$ cat src/hw/rtl/kmp_sr_pkg.sv
// ----------------------------------------------------------------------------
// kmp_sr_pkg: shared types and constants for the stream replace block
// Register indexes, controller states, datapath commands and status bundle.
// ----------------------------------------------------------------------------
`default_nettype none

package kmp_sr_pkg;

   localparam int BYTE_W     = 8;
   localparam int CNT_W      = 4;
   localparam int CSR_DATA_W = 64;
   localparam int CSR_IDX_W  = 2;
   localparam int MAX_RES    = 8;

   typedef enum logic [CSR_IDX_W-1:0] {
      REG_PATTERN_BYTES  = 2'd0,
      REG_PATTERN_LENGTH = 2'd1,
      REG_REPLACE_BYTES  = 2'd2,
      REG_REPLACE_LENGTH = 2'd3
   } reg_idx_type;

   typedef enum logic [2:0] {
      S_BUILD,
      S_IDLE,
      S_MATCH,
      S_REP,
      S_FALL,
      S_FLUSH,
      S_MARK,
      S_DONE
   } state_type;

   typedef enum logic [3:0] {
      CMD_NONE,
      CMD_BUILD_STEP,
      CMD_LOAD,
      CMD_MATCH,
      CMD_REP,
      CMD_FALL,
      CMD_FLUSH,
      CMD_MARK,
      CMD_FINISH
   } cmd_type;

   typedef struct packed {
      logic pat_write;
      logic build_done;
      logic match_eq;
      logic j_zero;
      logic jn_full;
      logic loop_done;
      logic flush_done;
      logic slot_ok;
      logic fin_ok;
      logic n_zero;
      logic last;
   } stat_type;

endpackage

`default_nettype wire

$ cat src/hw/rtl/kmp_sr_ctrl.sv
// ----------------------------------------------------------------------------
// kmp_sr_ctrl: sequencing state machine
// Builds the failure table, then walks each text byte through match, fallback,
// replacement, flush, end-marker and finish steps via datapath commands.
// ----------------------------------------------------------------------------
`default_nettype none

module kmp_sr_ctrl (
   input  wire logic                 clock,
   input  wire logic                 reset,
   input  wire logic                 req_valid,
   output logic                      req_stall,
   input  wire kmp_sr_pkg::stat_type stat,
   output kmp_sr_pkg::cmd_type       cmd
);
   import kmp_sr_pkg::*;

   state_type state_ff;
   state_type state_in;

   always_ff @(posedge clock) begin
      if (reset) begin
         state_ff <= S_BUILD;
      end else begin
         state_ff <= state_in;
      end
   end

   always_comb begin
      state_in  = state_ff;
      cmd       = CMD_NONE;
      req_stall = 1'b1;
      unique case (state_ff)
         S_BUILD: begin
            if (stat.build_done) begin
               state_in = S_IDLE;
            end else begin
               cmd = CMD_BUILD_STEP;
            end
         end
         S_IDLE: begin
            req_stall = 1'b0;
            if (req_valid) begin
               cmd      = CMD_LOAD;
               state_in = S_MATCH;
            end
         end
         S_MATCH: begin
            if (stat.slot_ok) begin
               cmd = CMD_MATCH;
               if (stat.match_eq) begin
                  state_in = stat.jn_full ? S_REP : S_FLUSH;
               end else begin
                  state_in = stat.j_zero ? S_FLUSH : S_FALL;
               end
            end
         end
         S_REP: begin
            if (stat.loop_done) begin
               state_in = S_FLUSH;
            end else if (stat.slot_ok) begin
               cmd = CMD_REP;
            end
         end
         S_FALL: begin
            if (stat.loop_done) begin
               state_in = S_MATCH;
            end else if (stat.slot_ok) begin
               cmd = CMD_FALL;
            end
         end
         S_FLUSH: begin
            if (!stat.last || stat.flush_done) begin
               state_in = (stat.last && stat.n_zero) ? S_MARK : S_DONE;
            end else if (stat.slot_ok) begin
               cmd = CMD_FLUSH;
            end
         end
         S_MARK: begin
            if (stat.slot_ok) begin
               cmd      = CMD_MARK;
               state_in = S_DONE;
            end
         end
         S_DONE: begin
            if (stat.fin_ok) begin
               cmd      = CMD_FINISH;
               state_in = S_IDLE;
            end
         end
         default: begin
            state_in = S_BUILD;
         end
      endcase
      // pattern change restarts the table build
      if (stat.pat_write) begin
         state_in = S_BUILD;
      end
   end

endmodule

`default_nettype wire

$ cat src/hw/rtl/kmp_sr_dpath.sv
// ----------------------------------------------------------------------------
// kmp_sr_dpath: registers, failure table and output staging
// Holds configuration, the KMP failure table, match counters, a pending
// result slot (so the last result of a byte can be flagged) and the
// output register.
// ----------------------------------------------------------------------------
`default_nettype none

module kmp_sr_dpath #(
   parameter int PATTERN_MAX = 8,
   parameter int REPLACE_MAX = 8
) (
   input  wire logic                                  clock,
   input  wire logic                                  reset,
   input  wire logic                                  csr_wr_en,
   input  wire logic [kmp_sr_pkg::CSR_IDX_W-1:0]      csr_index,
   input  wire logic [kmp_sr_pkg::CSR_DATA_W-1:0]     csr_wdata,
   input  wire logic [kmp_sr_pkg::BYTE_W-1:0]         req_text_byte,
   input  wire logic                                  req_text_last,
   input  wire kmp_sr_pkg::cmd_type                   cmd,
   output kmp_sr_pkg::stat_type                       stat,
   input  wire logic                                  rsp_stall,
   output logic                                       rsp_valid,
   output logic [kmp_sr_pkg::BYTE_W-1:0]              rsp_out_byte,
   output logic                                       rsp_byte_valid,
   output logic                                       rsp_run_last,
   output logic                                       rsp_text_end
);
   import kmp_sr_pkg::*;

   localparam int PAT_W  = PATTERN_MAX * BYTE_W;
   localparam int REP_W  = REPLACE_MAX * BYTE_W;
   localparam int PIDX_W = (PATTERN_MAX > 1) ? $clog2(PATTERN_MAX) : 1;
   localparam int RIDX_W = (REPLACE_MAX > 1) ? $clog2(REPLACE_MAX) : 1;

   // configuration
   logic [PAT_W-1:0]  pat_ff, pat_in;
   logic [CNT_W-1:0]  plen_ff, plen_in;
   logic [REP_W-1:0]  rep_ff, rep_in;
   logic [CNT_W-1:0]  rlen_ff, rlen_in;

   // failure table and build pointers
   logic [CNT_W-1:0]  tbl_ff [PATTERN_MAX];
   logic [CNT_W-1:0]  tbl_in [PATTERN_MAX];
   logic [CNT_W-1:0]  bi_ff, bi_in;
   logic [CNT_W-1:0]  bk_ff, bk_in;

   // per-transaction state
   logic [CNT_W-1:0]  mcount_ff, mcount_in;
   logic [CNT_W-1:0]  j_ff, j_in;
   logic [CNT_W-1:0]  i_ff, i_in;
   logic [CNT_W-1:0]  lim_ff, lim_in;
   logic [CNT_W-1:0]  n_ff, n_in;
   logic [BYTE_W-1:0] c_ff, c_in;
   logic              last_ff, last_in;

   // pending and output slots
   logic              pend_valid_ff, pend_valid_in;
   logic [BYTE_W-1:0] pend_byte_ff, pend_byte_in;
   logic              pend_bv_ff, pend_bv_in;
   logic              rsp_valid_ff, rsp_valid_in;
   logic [BYTE_W-1:0] rsp_byte_ff, rsp_byte_in;
   logic              rsp_bv_ff, rsp_bv_in;
   logic              rsp_rl_ff, rsp_rl_in;
   logic              rsp_te_ff, rsp_te_in;

   logic [CNT_W-1:0]  m_eff;
   logic [CNT_W-1:0]  r_eff;
   logic [CNT_W-1:0]  jn;
   logic [CNT_W-1:0]  tbl_addr;
   logic [CNT_W-1:0]  tbl_rd;
   logic [CNT_W-1:0]  f_eff;
   logic [BYTE_W-1:0] pat_j, pat_i, pat_bi, pat_bk, rep_i;
   logic              out_free;
   logic              pat_write;
   logic              emit_req;
   logic [BYTE_W-1:0] emit_byte;
   logic              emit_bv;
   logic              do_emit;
   logic              fin;
   logic              load_out;
   logic              load_rl;
   logic              load_te;

   always_comb begin
      if (plen_ff == '0) begin
         m_eff = CNT_W'(1);
      end else if (plen_ff > CNT_W'(PATTERN_MAX)) begin
         m_eff = CNT_W'(PATTERN_MAX);
      end else begin
         m_eff = plen_ff;
      end
      if (rlen_ff > CNT_W'(REPLACE_MAX)) begin
         r_eff = CNT_W'(REPLACE_MAX);
      end else begin
         r_eff = rlen_ff;
      end
   end

   assign pat_j  = pat_ff[BYTE_W*j_ff[PIDX_W-1:0]  +: BYTE_W];
   assign pat_i  = pat_ff[BYTE_W*i_ff[PIDX_W-1:0]  +: BYTE_W];
   assign pat_bi = pat_ff[BYTE_W*bi_ff[PIDX_W-1:0] +: BYTE_W];
   assign pat_bk = pat_ff[BYTE_W*bk_ff[PIDX_W-1:0] +: BYTE_W];
   assign rep_i  = rep_ff[BYTE_W*i_ff[RIDX_W-1:0]  +: BYTE_W];

   assign jn       = j_ff + CNT_W'(1);
   assign tbl_addr = (cmd == CMD_BUILD_STEP) ? (bk_ff - CNT_W'(1)) : (j_ff - CNT_W'(1));
   assign tbl_rd   = tbl_ff[tbl_addr[PIDX_W-1:0]];
   assign f_eff    = (tbl_rd >= j_ff) ? '0 : tbl_rd;
   assign out_free = !rsp_valid_ff || !rsp_stall;
   assign pat_write = csr_wr_en && ((csr_index == REG_PATTERN_BYTES) ||
                                    (csr_index == REG_PATTERN_LENGTH));

   assign stat.pat_write  = pat_write;
   assign stat.build_done = (bi_ff >= m_eff);
   assign stat.match_eq   = (c_ff == pat_j);
   assign stat.j_zero     = (j_ff == '0);
   assign stat.jn_full    = (jn == m_eff);
   assign stat.loop_done  = (i_ff >= lim_ff);
   assign stat.flush_done = (i_ff >= j_ff);
   assign stat.slot_ok    = (n_ff >= CNT_W'(MAX_RES)) || !pend_valid_ff || out_free;
   assign stat.fin_ok     = !pend_valid_ff || out_free;
   assign stat.n_zero     = (n_ff == '0);
   assign stat.last       = last_ff;

   always_comb begin
      pat_in        = pat_ff;
      plen_in       = plen_ff;
      rep_in        = rep_ff;
      rlen_in       = rlen_ff;
      tbl_in        = tbl_ff;
      bi_in         = bi_ff;
      bk_in         = bk_ff;
      mcount_in     = mcount_ff;
      j_in          = j_ff;
      i_in          = i_ff;
      lim_in        = lim_ff;
      n_in          = n_ff;
      c_in          = c_ff;
      last_in       = last_ff;
      pend_valid_in = pend_valid_ff;
      pend_byte_in  = pend_byte_ff;
      pend_bv_in    = pend_bv_ff;
      rsp_valid_in  = rsp_valid_ff;
      rsp_byte_in   = rsp_byte_ff;
      rsp_bv_in     = rsp_bv_ff;
      rsp_rl_in     = rsp_rl_ff;
      rsp_te_in     = rsp_te_ff;
      emit_req      = 1'b0;
      emit_byte     = '0;
      emit_bv       = 1'b1;
      fin           = 1'b0;
      load_out      = 1'b0;
      load_rl       = 1'b0;
      load_te       = 1'b0;

      unique case (cmd) inside
         CMD_NONE: begin
         end
         CMD_BUILD_STEP: begin
            if (pat_bi == pat_bk) begin
               tbl_in[bi_ff[PIDX_W-1:0]] = bk_ff + CNT_W'(1);
               bk_in = bk_ff + CNT_W'(1);
               bi_in = bi_ff + CNT_W'(1);
            end else if (bk_ff == '0) begin
               tbl_in[bi_ff[PIDX_W-1:0]] = '0;
               bi_in = bi_ff + CNT_W'(1);
            end else begin
               bk_in = tbl_rd;
            end
         end
         CMD_LOAD: begin
            c_in    = req_text_byte;
            last_in = req_text_last;
            j_in    = (mcount_ff >= m_eff) ? '0 : mcount_ff;
            n_in    = '0;
         end
         CMD_MATCH: begin
            i_in = '0;
            if (c_ff == pat_j) begin
               if (jn == m_eff) begin
                  j_in   = '0;
                  lim_in = r_eff;
               end else begin
                  j_in = jn;
               end
            end else if (j_ff == '0) begin
               emit_req  = 1'b1;
               emit_byte = c_ff;
            end else begin
               j_in   = f_eff;
               lim_in = j_ff - f_eff;
            end
         end
         CMD_REP: begin
            emit_req  = 1'b1;
            emit_byte = rep_i;
            i_in      = i_ff + CNT_W'(1);
         end
         CMD_FALL, CMD_FLUSH: begin
            emit_req  = 1'b1;
            emit_byte = pat_i;
            i_in      = i_ff + CNT_W'(1);
         end
         CMD_MARK: begin
            emit_req  = 1'b1;
            emit_byte = '0;
            emit_bv   = 1'b0;
         end
         CMD_FINISH: begin
            fin       = 1'b1;
            mcount_in = last_ff ? '0 : j_ff;
         end
         default: begin
         end
      endcase

      // results past the cap are dropped
      do_emit = emit_req && (n_ff < CNT_W'(MAX_RES));
      if (do_emit) begin
         n_in          = n_ff + CNT_W'(1);
         pend_valid_in = 1'b1;
         pend_byte_in  = emit_byte;
         pend_bv_in    = emit_bv;
         if (pend_valid_ff) begin
            load_out = 1'b1;
         end
      end
      if (fin && pend_valid_ff) begin
         load_out      = 1'b1;
         load_rl       = 1'b1;
         load_te       = last_ff;
         pend_valid_in = 1'b0;
      end

      if (load_out) begin
         rsp_valid_in = 1'b1;
         rsp_byte_in  = pend_byte_ff;
         rsp_bv_in    = pend_bv_ff;
         rsp_rl_in    = load_rl;
         rsp_te_in    = load_te;
      end else if (!rsp_stall) begin
         rsp_valid_in = 1'b0;
      end

      if (csr_wr_en) begin
         unique case (csr_index)
            REG_PATTERN_BYTES:  pat_in  = csr_wdata[PAT_W-1:0];
            REG_PATTERN_LENGTH: plen_in = csr_wdata[CNT_W-1:0];
            REG_REPLACE_BYTES:  rep_in  = csr_wdata[REP_W-1:0];
            REG_REPLACE_LENGTH: rlen_in = csr_wdata[CNT_W-1:0];
            default: begin
            end
         endcase
      end
      // new pattern: drop held match, restart table build
      if (pat_write) begin
         mcount_in     = '0;
         pend_valid_in = 1'b0;
         bi_in         = CNT_W'(1);
         bk_in         = '0;
         for (int e = 0; e < PATTERN_MAX; e++) begin
            tbl_in[e] = '0;
         end
      end
   end

   always_ff @(posedge clock) begin
      if (reset) begin
         pat_ff        <= '0;
         plen_ff       <= CNT_W'(1);
         rep_ff        <= '0;
         rlen_ff       <= '0;
         bi_ff         <= CNT_W'(1);
         bk_ff         <= '0;
         mcount_ff     <= '0;
         n_ff          <= '0;
         pend_valid_ff <= 1'b0;
         rsp_valid_ff  <= 1'b0;
         for (int e = 0; e < PATTERN_MAX; e++) begin
            tbl_ff[e] <= '0;
         end
      end else begin
         pat_ff        <= pat_in;
         plen_ff       <= plen_in;
         rep_ff        <= rep_in;
         rlen_ff       <= rlen_in;
         bi_ff         <= bi_in;
         bk_ff         <= bk_in;
         mcount_ff     <= mcount_in;
         n_ff          <= n_in;
         pend_valid_ff <= pend_valid_in;
         rsp_valid_ff  <= rsp_valid_in;
         tbl_ff        <= tbl_in;
      end
   end

   always_ff @(posedge clock) begin
      j_ff         <= j_in;
      i_ff         <= i_in;
      lim_ff       <= lim_in;
      c_ff         <= c_in;
      last_ff      <= last_in;
      pend_byte_ff <= pend_byte_in;
      pend_bv_ff   <= pend_bv_in;
      rsp_byte_ff  <= rsp_byte_in;
      rsp_bv_ff    <= rsp_bv_in;
      rsp_rl_ff    <= rsp_rl_in;
      rsp_te_ff    <= rsp_te_in;
   end

   assign rsp_valid      = rsp_valid_ff;
   assign rsp_out_byte   = rsp_byte_ff;
   assign rsp_byte_valid = rsp_bv_ff;
   assign rsp_run_last   = rsp_rl_ff;
   assign rsp_text_end   = rsp_te_ff;

   a_out_free: assert property (@(posedge clock) disable iff (reset)
      load_out |-> out_free)
      else $error("output register overwritten while stalled");

   a_fin_drain: assert property (@(posedge clock) disable iff (reset)
      (cmd == CMD_FINISH && stat.fin_ok) |=> !pend_valid_ff)
      else $error("pending result left after transaction end");

   a_pend_count: assert property (@(posedge clock) disable iff (reset)
      pend_valid_ff |-> (n_ff != '0))
      else $error("pending result without a result count");

endmodule

`default_nettype wire

$ cat src/hw/rtl/kmp_stream_replace_top.sv
// ----------------------------------------------------------------------------
// kmp_stream_replace_top: streaming KMP substring replacement
// Rewrites a byte stream, replacing each leftmost non-overlapping pattern
// occurrence with a replacement string.
// ----------------------------------------------------------------------------
// Usage:
//   req_* carries one text byte per transaction (req_text_last ends a text).
//   rsp_* carries 0 to 8 result transactions per text byte; rsp_run_last
//   flags the last one of a byte, rsp_text_end the last one of a text. A
//   final byte that yields nothing gives one bare end marker.
//   csr_* writes pattern/replacement registers while the block is idle.
// Sequence:
//   A straight-through byte passes the match, flush and finish states before
//   the next byte is taken. A full match emits the replacement bytes in S_REP,
//   a fallback releases pattern bytes in S_FALL, the final flush emits the
//   held bytes, a bare end marker uses S_MARK and rsp_stall holds the block.
//   Results are held one deep: each goes out as the next is made, the last at
//   the end of its byte. A pattern write rebuilds the table.
// Reset (synchronous) loads register defaults, clears the held match and
// builds the table; req_stall is high while the table builds. A stalled rsp_*
// holds; the block keeps working until its pending slot fills, then waits.
// ----------------------------------------------------------------------------
`default_nettype none

module kmp_stream_replace_top #(
   parameter int PATTERN_MAX = 8,
   parameter int REPLACE_MAX = 8
) (
   input  wire logic                                  clock,
   input  wire logic                                  reset,
   input  wire logic                                  csr_wr_en,
   input  wire logic [kmp_sr_pkg::CSR_IDX_W-1:0]      csr_index,
   input  wire logic [kmp_sr_pkg::CSR_DATA_W-1:0]     csr_wdata,
   input  wire logic                                  req_valid,
   output logic                                       req_stall,
   input  wire logic [kmp_sr_pkg::BYTE_W-1:0]         req_text_byte,
   input  wire logic                                  req_text_last,
   output logic                                       rsp_valid,
   input  wire logic                                  rsp_stall,
   output logic [kmp_sr_pkg::BYTE_W-1:0]              rsp_out_byte,
   output logic                                       rsp_byte_valid,
   output logic                                       rsp_run_last,
   output logic                                       rsp_text_end
);
   import kmp_sr_pkg::*;

   stat_type stat;
   cmd_type  cmd;

   kmp_sr_ctrl u_ctrl (
      .clock     (clock),
      .reset     (reset),
      .req_valid (req_valid),
      .req_stall (req_stall),
      .stat      (stat),
      .cmd       (cmd)
   );

   kmp_sr_dpath #(
      .PATTERN_MAX (PATTERN_MAX),
      .REPLACE_MAX (REPLACE_MAX)
   ) u_dpath (
      .clock          (clock),
      .reset          (reset),
      .csr_wr_en      (csr_wr_en),
      .csr_index      (csr_index),
      .csr_wdata      (csr_wdata),
      .req_text_byte  (req_text_byte),
      .req_text_last  (req_text_last),
      .cmd            (cmd),
      .stat           (stat),
      .rsp_stall      (rsp_stall),
      .rsp_valid      (rsp_valid),
      .rsp_out_byte   (rsp_out_byte),
      .rsp_byte_valid (rsp_byte_valid),
      .rsp_run_last   (rsp_run_last),
      .rsp_text_end   (rsp_text_end)
   );

endmodule

`default_nettype wire

$ cat config.mk
export PLATFORM = sky130hd
export DESIGN_NAME = kmp_stream_replace_top
export DESIGN_NICKNAME = d
export VERILOG_FILES = /design/src/hw/rtl/kmp_sr_pkg.sv /design/src/hw/rtl/kmp_sr_ctrl.sv /design/src/hw/rtl/kmp_sr_dpath.sv /design/src/hw/rtl/kmp_stream_replace_top.sv
export SDC_FILE = /design/constraint.sdc
export NUM_CORES = 1
export LEC_CHECK = 0
export ABC_AREA = 1
export BUFFER_PORTS_ARGS = -buffer_cell sky130_fd_sc_hd__buf_2
export CAP_MARGIN = 5
export CORE_ASPECT_RATIO = 0.8
export CORE_UTILIZATION = 61
export CTS_CLUSTER_SIZE = 40
export DETAILED_ROUTE_END_ITERATION = 16
export HOLD_SLACK_MARGIN = 0.05
export PLACE_DENSITY = 0.79
export SLEW_MARGIN = 25
export SYNTH_ARGS = -nofsm -noshare
export SYNTH_HDL_FRONTEND = slang
export SYNTH_SLANG_ARGS = --single-unit
$ cat constraint.sdc
create_clock -name clock -period 6.61 [get_ports clock]
set_input_delay 0.9915 -clock clock [delete_from_list [all_inputs] [get_ports clock]]
set_output_delay 0.9915 -clock clock [all_outputs]
set_load 0.01 [all_outputs]
# Word level (Yosys, flattened, before mapping)
# Cells that the tools add are included.
# op_classes
n_eq_ne	34
n_shift	5
reduce_logical	39
n_lt_le_gt_ge	12
muxes	69
n_addsub	8
n_bitwise	4
# op_table
cell	n
$shiftx 64x7->8	5
$mux 4	25
$mux 32	2
$mux 3	15
$and 32x32->32	1
$bwmux 32	1
$not 32->32	1
$pmux 4 s8	1
$pmux 3 s8	1
$pmux 8 s3	1
$add 4x1->4 const B	5
$ge 4x4->1	5
$eq 4x3->1 const B	4
$eq 8x8->1	2
$logic_not 4->1	4
$mux 8	2
$ne 2x2->1 const B	8
$pmux 4 s2	2
$mux 1	14
$reduce_and 2->1	7
$bmux 4 s3	1
$demux 4 s3	1
$eq 3x3->1 const B	4
$ge 4x4->1 const B	3
29 further kinds	56
# totals
register_bits	230
input_bits	80
wordCells	201
output_inout_bits	13

# Longest topological paths before layout
# Gate-level depths: netlist of the first run.
# logic_depth
ltp_word	17
mapped_depth	33
depth_no_buf	32

# Modules after synthesis
# From an unflattened synthesis of the first run, not the netlist that was laid out.
# hier_totals
hier_cells	1982
hier_area_um2	13384.1
# modules_own_cells
mod	area_per_inst_um2	cells_each	n_inst
kmp_sr_dpath	12959.9	1908	1
kmp_sr_ctrl	424.2	74	1

# Least setup slack after synthesis of the first run
# No wires, ideal clock.
# synth_path
path_kind	register to register
start	register u_dpath.plen_ff[3]
end	register u_dpath.lim_ff[3] (data pin)
setup_slack_ns	1.720
period_less_slack_ns	4.890
required_time_ns	6.356
stages_incl_launch_ff	32
n_path_buf	2
arrival_ns	4.636
cell_sequence	dfxtp_1 inv_1 nand2_1 ha_1 inv_1 o21bai_1 a21oi_1 nand3_2 nand2_1 nand2_1 buf_2 ha_1 clkbuf_1 inv_1 o211ai_1 nand3_1 nand2_1 ha_1 inv_1 nor2_1 o21ai_0 nand2_1 a31oi_1 nand2_1 ha_1 a21oi_1 nand2_1 xor2_1 inv_1 nand3_1 nand3_1 nand2_1
# synth_via
elab_chain_len	17
elab_cells_between_ends	18
cone_classes	add/sub (1); order compare (3); eq/ne (1); mux (11); bitwise (1); reduce/logical (1)
# synth_lines
item	line_no	source
start: declaration	kmp_sr_dpath.sv:38	logic [CNT_W-1:0] plen_ff, plen_in;
start signal: assignment	kmp_sr_dpath.sv:285	plen_ff <= plen_in;
$gt 4x4->1	kmp_sr_dpath.sv:88	end else if (plen_ff > CNT_W'(PATTERN_MAX)) begin
$mux 4	kmp_sr_dpath.sv:88	
$mux 4 (*)	kmp_sr_dpath.sv:86	if (plen_ff == '0) begin
$ge 4x4->1 (*)	kmp_sr_dpath.sv:115	assign stat.build_done = (bi_ff >= m_eff);
$mux 1 (*)	kmp_sr_ctrl.sv:35	if (stat.build_done) begin
$pmux 4 s8 (*)	kmp_sr_ctrl.sv:33	unique case (state_ff)
$eq 4x1->1 (*)	kmp_sr_dpath.sv:107	assign tbl_addr = (cmd == CMD_BUILD_STEP) ? (bk_ff - CNT_W'(1)) : (j_ff - CNT_W'(1));
$mux 3 (*)	kmp_sr_dpath.sv:107	
$not 3->4 (not written as such) (*)	kmp_sr_dpath.sv:108	assign tbl_rd = tbl_ff[tbl_addr[PIDX_W-1:0]];
$bmux 4 s3 (*)	kmp_sr_dpath.sv:108	
$mux 4 (not written as such) (*) (2 in series)	kmp_sr_dpath.sv:108	
$ge 4x4->1	kmp_sr_dpath.sv:109	assign f_eff = (tbl_rd >= j_ff) ? '0 : tbl_rd;
$mux 4 (*)	kmp_sr_dpath.sv:109	
$sub 4x4->4 (*)	kmp_sr_dpath.sv:192	lim_in = j_ff - f_eff;
$mux 4 (*)	kmp_sr_dpath.sv:187	end else if (j_ff == '0) begin
$mux 4 (*)	kmp_sr_dpath.sv:180	if (c_ff == pat_j) begin
end signal: assignment	kmp_sr_dpath.sv:301	lim_ff <= lim_in;
end: declaration	kmp_sr_dpath.sv:52	logic [CNT_W-1:0] lim_ff, lim_in;
# Mark *: on every way between the ends. The rest lies on a longest branch, timed or not. The select of a mux whose other input is x is not followed.
# A chain may end at the register's enable or synchronous reset.

# Worst setup path after layout of the first run
# Same ends and word-level chain as after synthesis.

==> results.toml, run 1 <==
[run_status]
status = "finished clean"

[setup_path]
path_class = "reg -> reg"
path_delay_family = "simple AND/OR/NAND/NOR gates"
cp.required_ns = 6.90
cp-end-kind = "flop"
max_stage_delay_ns = 0.50
cpMaxStageDelayCell = "a31oi_1"
crit_fanout = 30
cp_data_arrival_time_ns = 5.94
crit_path_start_kind = "flop"
critPathBufInv = 6
path_common_cell = "nand2_1"

[route]
dr.first_iter.drc_count = 1577
drt_pass1_iterations = 6
postRouteAntennaNets = 0
drc = 0
vias = 14020
routed_wl_mm = 42.93
post_drt_wl_per_cell_um = 18.02
vias_per_cell = 5.884

[timing]
post-route-period-util_pct = 85.49
slew_violations = 0
skew_ns = 0.02162
setup_viol = 0
max-slew-margin-rel_pct = 40.04
grt_setup_unrepaired = "false"
worst_slack_ns = 0.9594
fin_crit_ns = 5.651
final.setup.tns_ns = 0
max_freq_ghz = 0.1770
worst_pin_slew_ns = 0.8993
hold_viol = 0

[clock_tree]
clk_latency_ns = 0.54
cts_setup_buffers = 0
cts_tree = "yes"
cts_root_buffer = "clkbuf_16"
clkTransAtPathRegs_ns = 0.07
postCtsHoldBufs = 0
cts_made_buffers = 24
clk_path_buf_depth = 3
htreeDepth = 1
cts_resized = 0
cts.sinks = 230

[floorplan]
initial_core_util_pct = 62.37
dieArea_mm2 = 0.02271
die_height_um = 135.0
core-area_mm2 = 0.02162
row_count = 48
die_width_um = 168.2
io_pins = 93

[grt]
top_usage_layer = "met2"
grt_use_met3_pct = 10.76
grt_pass1_wl_mm = 67.38
met2_usage_pct = 55.09
use_met1_pct = 53.21
grt_max_degree = 137
track_usage_pct = 37.87
antenna_found_initial = 0
grt-ovfl-total = 0
first_global_vias = 12500

[synthesis]
synth_xor_xnor_area_share_pct = 0.9743
synth.area.mux_share_pct = 0
synth_compound_area_share_pct = 13.87
ys_async_sr_fraction_pct = 0
synthAdderAreaFrac_pct = 3.118
synthesis.nets = 2179
synth-edff-count = 41
netlist_top_cells_area = "dfxtp_1 28%, nand2_1 17%, edfxtp_1 9.1%"
yosysTopAreaCellShare_pct = 28.06
synth_top_family_by_area = "simple AND/OR/NAND/NOR gates"
synth.largest_area_cell = "dfxtp_1"
syn_inst = 2066
synth-seq-cells = 230
syn-cell-area_mm2 = 0.01348
synth_ff_type = "dfxtp_1"
syn_avg_cell_area_um2 = 6.527
netlist-cell-type-count = 43
yosysSeqAreaShare_pct = 37.19
synth-simple-area-share_pct = 35.53
ys_warn_count = 0

[power]
p_per_area_mw_per_mm2 = 344.2
leakage_nw = 6.765
ir_drop_mv = 0.2328
p_total_mw = 5.052

[layout]
layout.cells.non_filler = 2382
areaGrowthSynthToFinish_pct = 8.843
fill_cells = 1986
diodes = 0
num-nets-final = 2203
drive_above_1_share_pct = 8.733
postLayoutCellArea_mm2 = 0.01468

[placement]
hpwl_mm = 29.55
portBuffers = 92
dp.cells = 2339
dpl-instance-area_mm2 = 0.01390
place_congestion = 0.9614
place_ws_ns = 1.099

[hold_path]
hp-class = "reg -> reg"

[run]
max_cap_violations = 0
## power by group
group	switching (mW)	leakage (nW)	internal, mW	total (mW)
Clock	0.593	0.380	0.767	1.36
Sequential	0.117	1.91	1.59	1.70
Combinational	1.38	4.47	0.612	1.99
Total	2.09	6.76	2.96	5.05
## worst reg2reg max path, delay by kind of cell, from the launching register on
family                   cells  cell delay, ns
XOR/XNOR                     1            0.15
flip-flops                   1            0.31
adder cells (fa/ha/maj)      4            1.46
buffers and inverters        6            0.85
AND/OR/NAND/NOR             14            1.49
AO/OA/AOI/OAI                5            1.13
## path summary, 6_finish.rpt
kind	from	to	slack, ns	cells after the start
max	u_dpath.plen_ff[3]	u_dpath.lim_ff[3]	0.96	30
min	u_dpath.pend_byte_ff[2]	u_dpath.rsp_out_byte[2]	0.46	0
max reg2reg	u_dpath.plen_ff[3]	u_dpath.lim_ff[3]	0.96	30
min reg2reg	u_dpath.pend_byte_ff[2]	u_dpath.rsp_out_byte[2]	0.46	0
## stage by stage
stage / hold WS, ns / util [%]
6_report: 0.4631 / 67.88
3_3_place_gp: 0.4324 / 64.27
2_1_floorplan: 0.4003 / -
5_1_grt: 0.4642 / 67.88
4_1_cts: 0.4604 / 67.88
3_5_place_dp: 0.4161 / 64.29
## kinds of logic (layout without fill, tap and decap cells)
group                    Yosys count  after routing
flip-flops                       230            230
buffers and inverters            304            345
AO/OA/AOI/OAI                    349            349
adder cells (fa/ha/maj)           33             33
AND/OR/NAND/NOR                 1135           1135
XOR/XNOR                          15             15
## cell usage after synthesis (4+ instances only)
cell type  number
o211ai_1       29
buf_2          32
o21ai_1         7
nand3_1       234
nor2_1        257
xnor2_1         4
nand4_1         8
o21ai_0       184
buf_6           7
nand2_1       605
edfxtp_1       41
ha_1           32
xor2_1         11
buf_4           6
dfxtp_1       189
o22ai_1         6
nand3_2         4
a21oi_1       108
a21boi_1        4
inv_1         182
inv_2          10
nor3_1          5
clkbuf_1       63
nand3_4         4
## flip-flops by register name, summed over array words and instances, names as in the netlist, 8 cells and up
signal,flops
u_dpath.tbl_ff,32
u_dpath.pat_ff,64
u_dpath.rep_ff,64
u_dpath.c_ff,8
u_dpath.pend_byte_ff,8
u_dpath.rsp_out_byte,8
## cell type report
| type | instances | area (um^2) | area share (%) |
|---|---|---|---|
| well taps | 275 | 344.1 | 2.344 |
| clock buffers | 34 | 688.2 | 4.689 |
| repair buffers | 109 | 591.8 | 4.032 |
| clock inverters | 9 | 87.58 | 0.5968 |
| multi-input cells | 1532 | 7223 | 49.22 |
| flip-flops and latches | 230 | 5015 | 34.17 |
| inverters | 193 | 726.9 | 4.953 |
## cells in the final DEF, fill, tap and decap left out, types with 5 or more instances in the layout
| cell type | instances |
|---|---|
| clkbuf_8 | 5 |
| xor2_1 | 11 |
| clkbuf_16 | 24 |
| nand4_1 | 8 |
| nor2_1 | 256 |
| o22ai_1 | 6 |
| dfxtp_1 | 189 |
| buf_4 | 16 |
| inv_1 | 179 |
| a21oi_1 | 108 |
| nand2_1 | 604 |
| o211ai_1 | 29 |
| buf_2 | 92 |
| ha_1 | 32 |
| nand3_1 | 234 |
| inv_2 | 12 |
| o21ai_1 | 7 |
| o21ai_0 | 184 |
| nor3_1 | 5 |
| clkbuf_1 | 5 |
| edfxtp_1 | 41 |
## per-layer routing
metal	wire [um]	up-vias
li1	-	6730
met1	18580	6374
met2	17360	787
met3	5315	124
met4	1669	0
met5	0	-
Note: power is estimated with default switching activity, not from simulation.
==> run 2, diff against run 1 <==
--- a/config.mk
+++ b/config.mk
@@ -7,14 +7,16 @@
 export LEC_CHECK = 0
 export ABC_AREA = 1
 export BUFFER_PORTS_ARGS = -buffer_cell sky130_fd_sc_hd__buf_2
-export CAP_MARGIN = 5
+export CAP_MARGIN = 20
 export CORE_ASPECT_RATIO = 0.8
-export CORE_UTILIZATION = 61
+export CORE_UTILIZATION = 63
+export CTS_BUF_LIST = sky130_fd_sc_hd__clkbuf_2 sky130_fd_sc_hd__clkbuf_4 sky130_fd_sc_hd__clkbuf_8
 export CTS_CLUSTER_SIZE = 40
 export DETAILED_ROUTE_END_ITERATION = 16
 export HOLD_SLACK_MARGIN = 0.05
-export PLACE_DENSITY = 0.79
+export PLACE_DENSITY = 0.82
 export SLEW_MARGIN = 25
 export SYNTH_ARGS = -nofsm -noshare
 export SYNTH_HDL_FRONTEND = slang
+export SYNTH_HIERARCHICAL = 1
 export SYNTH_SLANG_ARGS = --single-unit
==> run 2 against run 1 <==
- design area rose by 0.78%
- area after synthesis down 0.74%
- sequential power is essentially flat
- non-clock buffer count up 7
- via count up 0.20%
==> results.toml, run 2 <==
[clock_tree]
clk_latency_ns = 0.55
cts_setup_buffers = 0
cts_resized = 0
clk_path_buf_depth = 3
cts.sinks = 230
clkTransAtPathRegs_ns = 0.07
cts_tree = "yes"
cts_made_buffers = 39
postCtsHoldBufs = 0
cts_root_buffer = "clkbuf_8"
htreeDepth = 2

[timing]
setup_viol = 0
hold_viol = 0
slew_violations = 0
post-route-period-util_pct = 87.39
skew_ns = 0.03811
worst_pin_slew_ns = 0.9102
max-slew-margin-rel_pct = 39.23
final.setup.tns_ns = 0
fin_crit_ns = 5.777
grt_setup_unrepaired = "false"
max_freq_ghz = 0.1731

[setup_path]
crit_fanout = 19
max_stage_delay_ns = 0.37
path_common_cell = "nand2_1"
reg2reg_depth = 36
critPathBufInv = 7
path_depth = 36
path_delay_family = "simple AND/OR/NAND/NOR gates"
cp.required_ns = 6.89
cpMaxStageDelayCell = "o21ai_2"
cp_data_arrival_time_ns = 6.05
path_class = "reg -> reg"
crit_path_start_kind = "flop"
cp-end-kind = "flop"

[power]
swShare_pct = 45.69
p_comb_share_pct = 49.1
p_per_area_mw_per_mm2 = 435.6
p_switching_mw = 2.944
ir_drop_mv = 0.2825
p_int_mw = 3.499
p_seq_share_pct = 26.9
p_total_mw = 6.443
pwr-share-clk_pct = 24.0
leakage_nw = 6.643

[route]
postRouteAntennaNets = 0
vias_per_cell = 6.043
post_drt_wl_per_cell_um = 18.29
dr.first_iter.drc_count = 2109
drt_pass1_iterations = 6
drc = 0
vias = 14040
routed_wl_mm = 42.51

[grt]
grt_pass1_wl_mm = 66.49
track_usage_pct = 39.07
antenna_found_initial = 1
first_global_vias = 12580
grt_max_degree = 82
grt-ovfl-total = 0

[layout]
multi_input_area_mm2 = 0.007042
largestRegisters = "u_dpath/pat_ff (64), u_dpath/rep_ff (64), u_dpath/tbl_ff (32)"
drive_above_1_share_pct = 11.58
diodes = 0
regArea_mm2 = 0.005017
fill_cells = 1833
postLayoutCellArea_mm2 = 0.01479
final_cell_mix = "423 x nand2_1, 268 x o21ai_0, 213 x nor2_1, 203 x inv_1, 187 x dfxtp_1"
num-nets-final = 2142
areaGrowthSynthToFinish_pct = 10.52
final_common_cell = "nand2_1"

[synthesis]
ys_top_cells_by_count = "423 x nand2_1, 268 x o21ai_0, 215 x nor2_1, 205 x inv_1, 189 x dfxtp_1"
synth-edff-count = 41
synth_ff_type = "dfxtp_1"
ys_warn_count = 6
syn_inst = 1982
syn_avg_cell_area_um2 = 6.753
synth-seq-cells = 230
ys_async_sr_fraction_pct = 0
syn-cell-area_mm2 = 0.01338
yosysSeqAreaShare_pct = 37.47
yosysMostFrequentCell = "nand2_1"
netlist_top_cells_area = "dfxtp_1 28%, nand2_1 12%, o21ai_0 10%"
synthesis.nets = 2094
netlist-cell-type-count = 44
yosysTopAreaCellShare_pct = 28.27
synth.largest_area_cell = "dfxtp_1"

[run_status]
status = "finished clean"

[placement]
portBuffers = 92
dpl-instance-area_mm2 = 0.01387
place_congestion = 0.9842
hpwl_mm = 28.98

[floorplan]
die_height_um = 132.4
initial_core_util_pct = 64.47
die_width_um = 165.0
dieArea_mm2 = 0.02183
io_pins = 93
core-area_mm2 = 0.02076
row_count = 47

[hold_path]
whs_path_depth = 0
hp-class = "reg -> reg"

[run]
max_cap_violations = 0
==> run 2: cell count changes in the layout (fill, tap and decap cells not counted), moves of 6 or more <==
cell | before | now
clkbuf_4 | 0 | 6
a21oi_1 | 108 | 180
nand3_1 | 234 | 133
nand2_1 | 604 | 423
nor2_2 | 3 | 11
o21ai_0 | 184 | 268
clkbuf_8 | 5 | 49
buf_4 | 16 | 24
inv_1 | 179 | 203
o21ai_1 | 7 | 35
nor2_1 | 256 | 213
clkbuf_16 | 24 | 0
o22ai_1 | 6 | 12
==> run 2: worst register-to-register path: cells and delay by family (launching register included) <==
family	cells	cell delay (ns)
xor gates and xnor gates	1	0.17
adders and majority gates	3	1.00
DFF	1	0.35
buffers and inverters	7	0.78
AOI/OAI and AO/OA	8	1.43
and+or+nand+nor	17	1.79
==> run 2: kinds of logic after synthesis <==
group | count (synthesis) | share of synthesized area, %
adders and majority gates | 32 | 3.048
AOI/OAI and AO/OA | 549 | 21.71
xor gates and xnor gates | 16 | 1.047
buffers and inverters | 330 | 9.956
DFF | 230 | 37.47
and+or+nand+nor | 825 | 26.77
==> run 2: path summary, 6_finish.rpt <==
kind	startpoint	endpoint	slack, ns
max	u_dpath/j_ff[1]	u_dpath/lim_ff[3]	0.83
min	u_dpath/pend_byte_ff[3]	u_dpath/rsp_out_byte[3]	0.42
max reg2reg	u_dpath/j_ff[1]	u_dpath/lim_ff[3]	0.83
min reg2reg	u_dpath/pend_byte_ff[3]	u_dpath/rsp_out_byte[3]	0.42
==> run 2: cell type report <==
type	instances	share of cell area, %
Tap cell	269	2.275
Inverter	221	5.617
Multi-Input combinational cell	1422	47.61
Sequential cell	230	33.92
Clock buffer	55	4.864
Timing Repair Buffer	116	4.331
Clock inverter	11	1.387
==> run 2: metal layers <==
metal | part of all wire (%) | GRT usage, % | up-vias
met5 | 0.026 | 0 | -
met4 | 3.8 | 15.14 | 2
met3 | 13 | 10.38 | 136
met2 | 41 | 55.70 | 902
met1 | 42 | 55.93 | 6377
li1 | - | - | 6626
==> run 2: power by group through the flow <==
stage | clock [mW] | combinational, mW | sequential [mW]
2_1_floorplan | 0 | 2.28 | 1.73
3_3_place_gp | 0 | 2.97 | 1.75
5_1_grt | 1.61 | 3.45 | 1.75
3_5_place_dp | 0 | 3.04 | 1.76
6_report | 1.54 | 3.17 | 1.73
4_1_cts | 1.55 | 3.06 | 1.73
==> run 2: through the flow <==
step / hold slack, ns / utilization (%) / setup slack [ns] / cells
6_report: 0.4195 / 71.26 / 0.8334 / 2324
5_1_grt: 0.4272 / 71.26 / 0.4059 / 2324
4_1_cts: 0.4198 / 71.26 / 0.9192 / 2324
3_5_place_dp: 0.4045 / 66.80 / 0.9466 / 2258
3_3_place_gp: 0.4019 / 66.80 / 1.166 / 2258
2_1_floorplan: 0.4003 / - / 1.501 / 1982
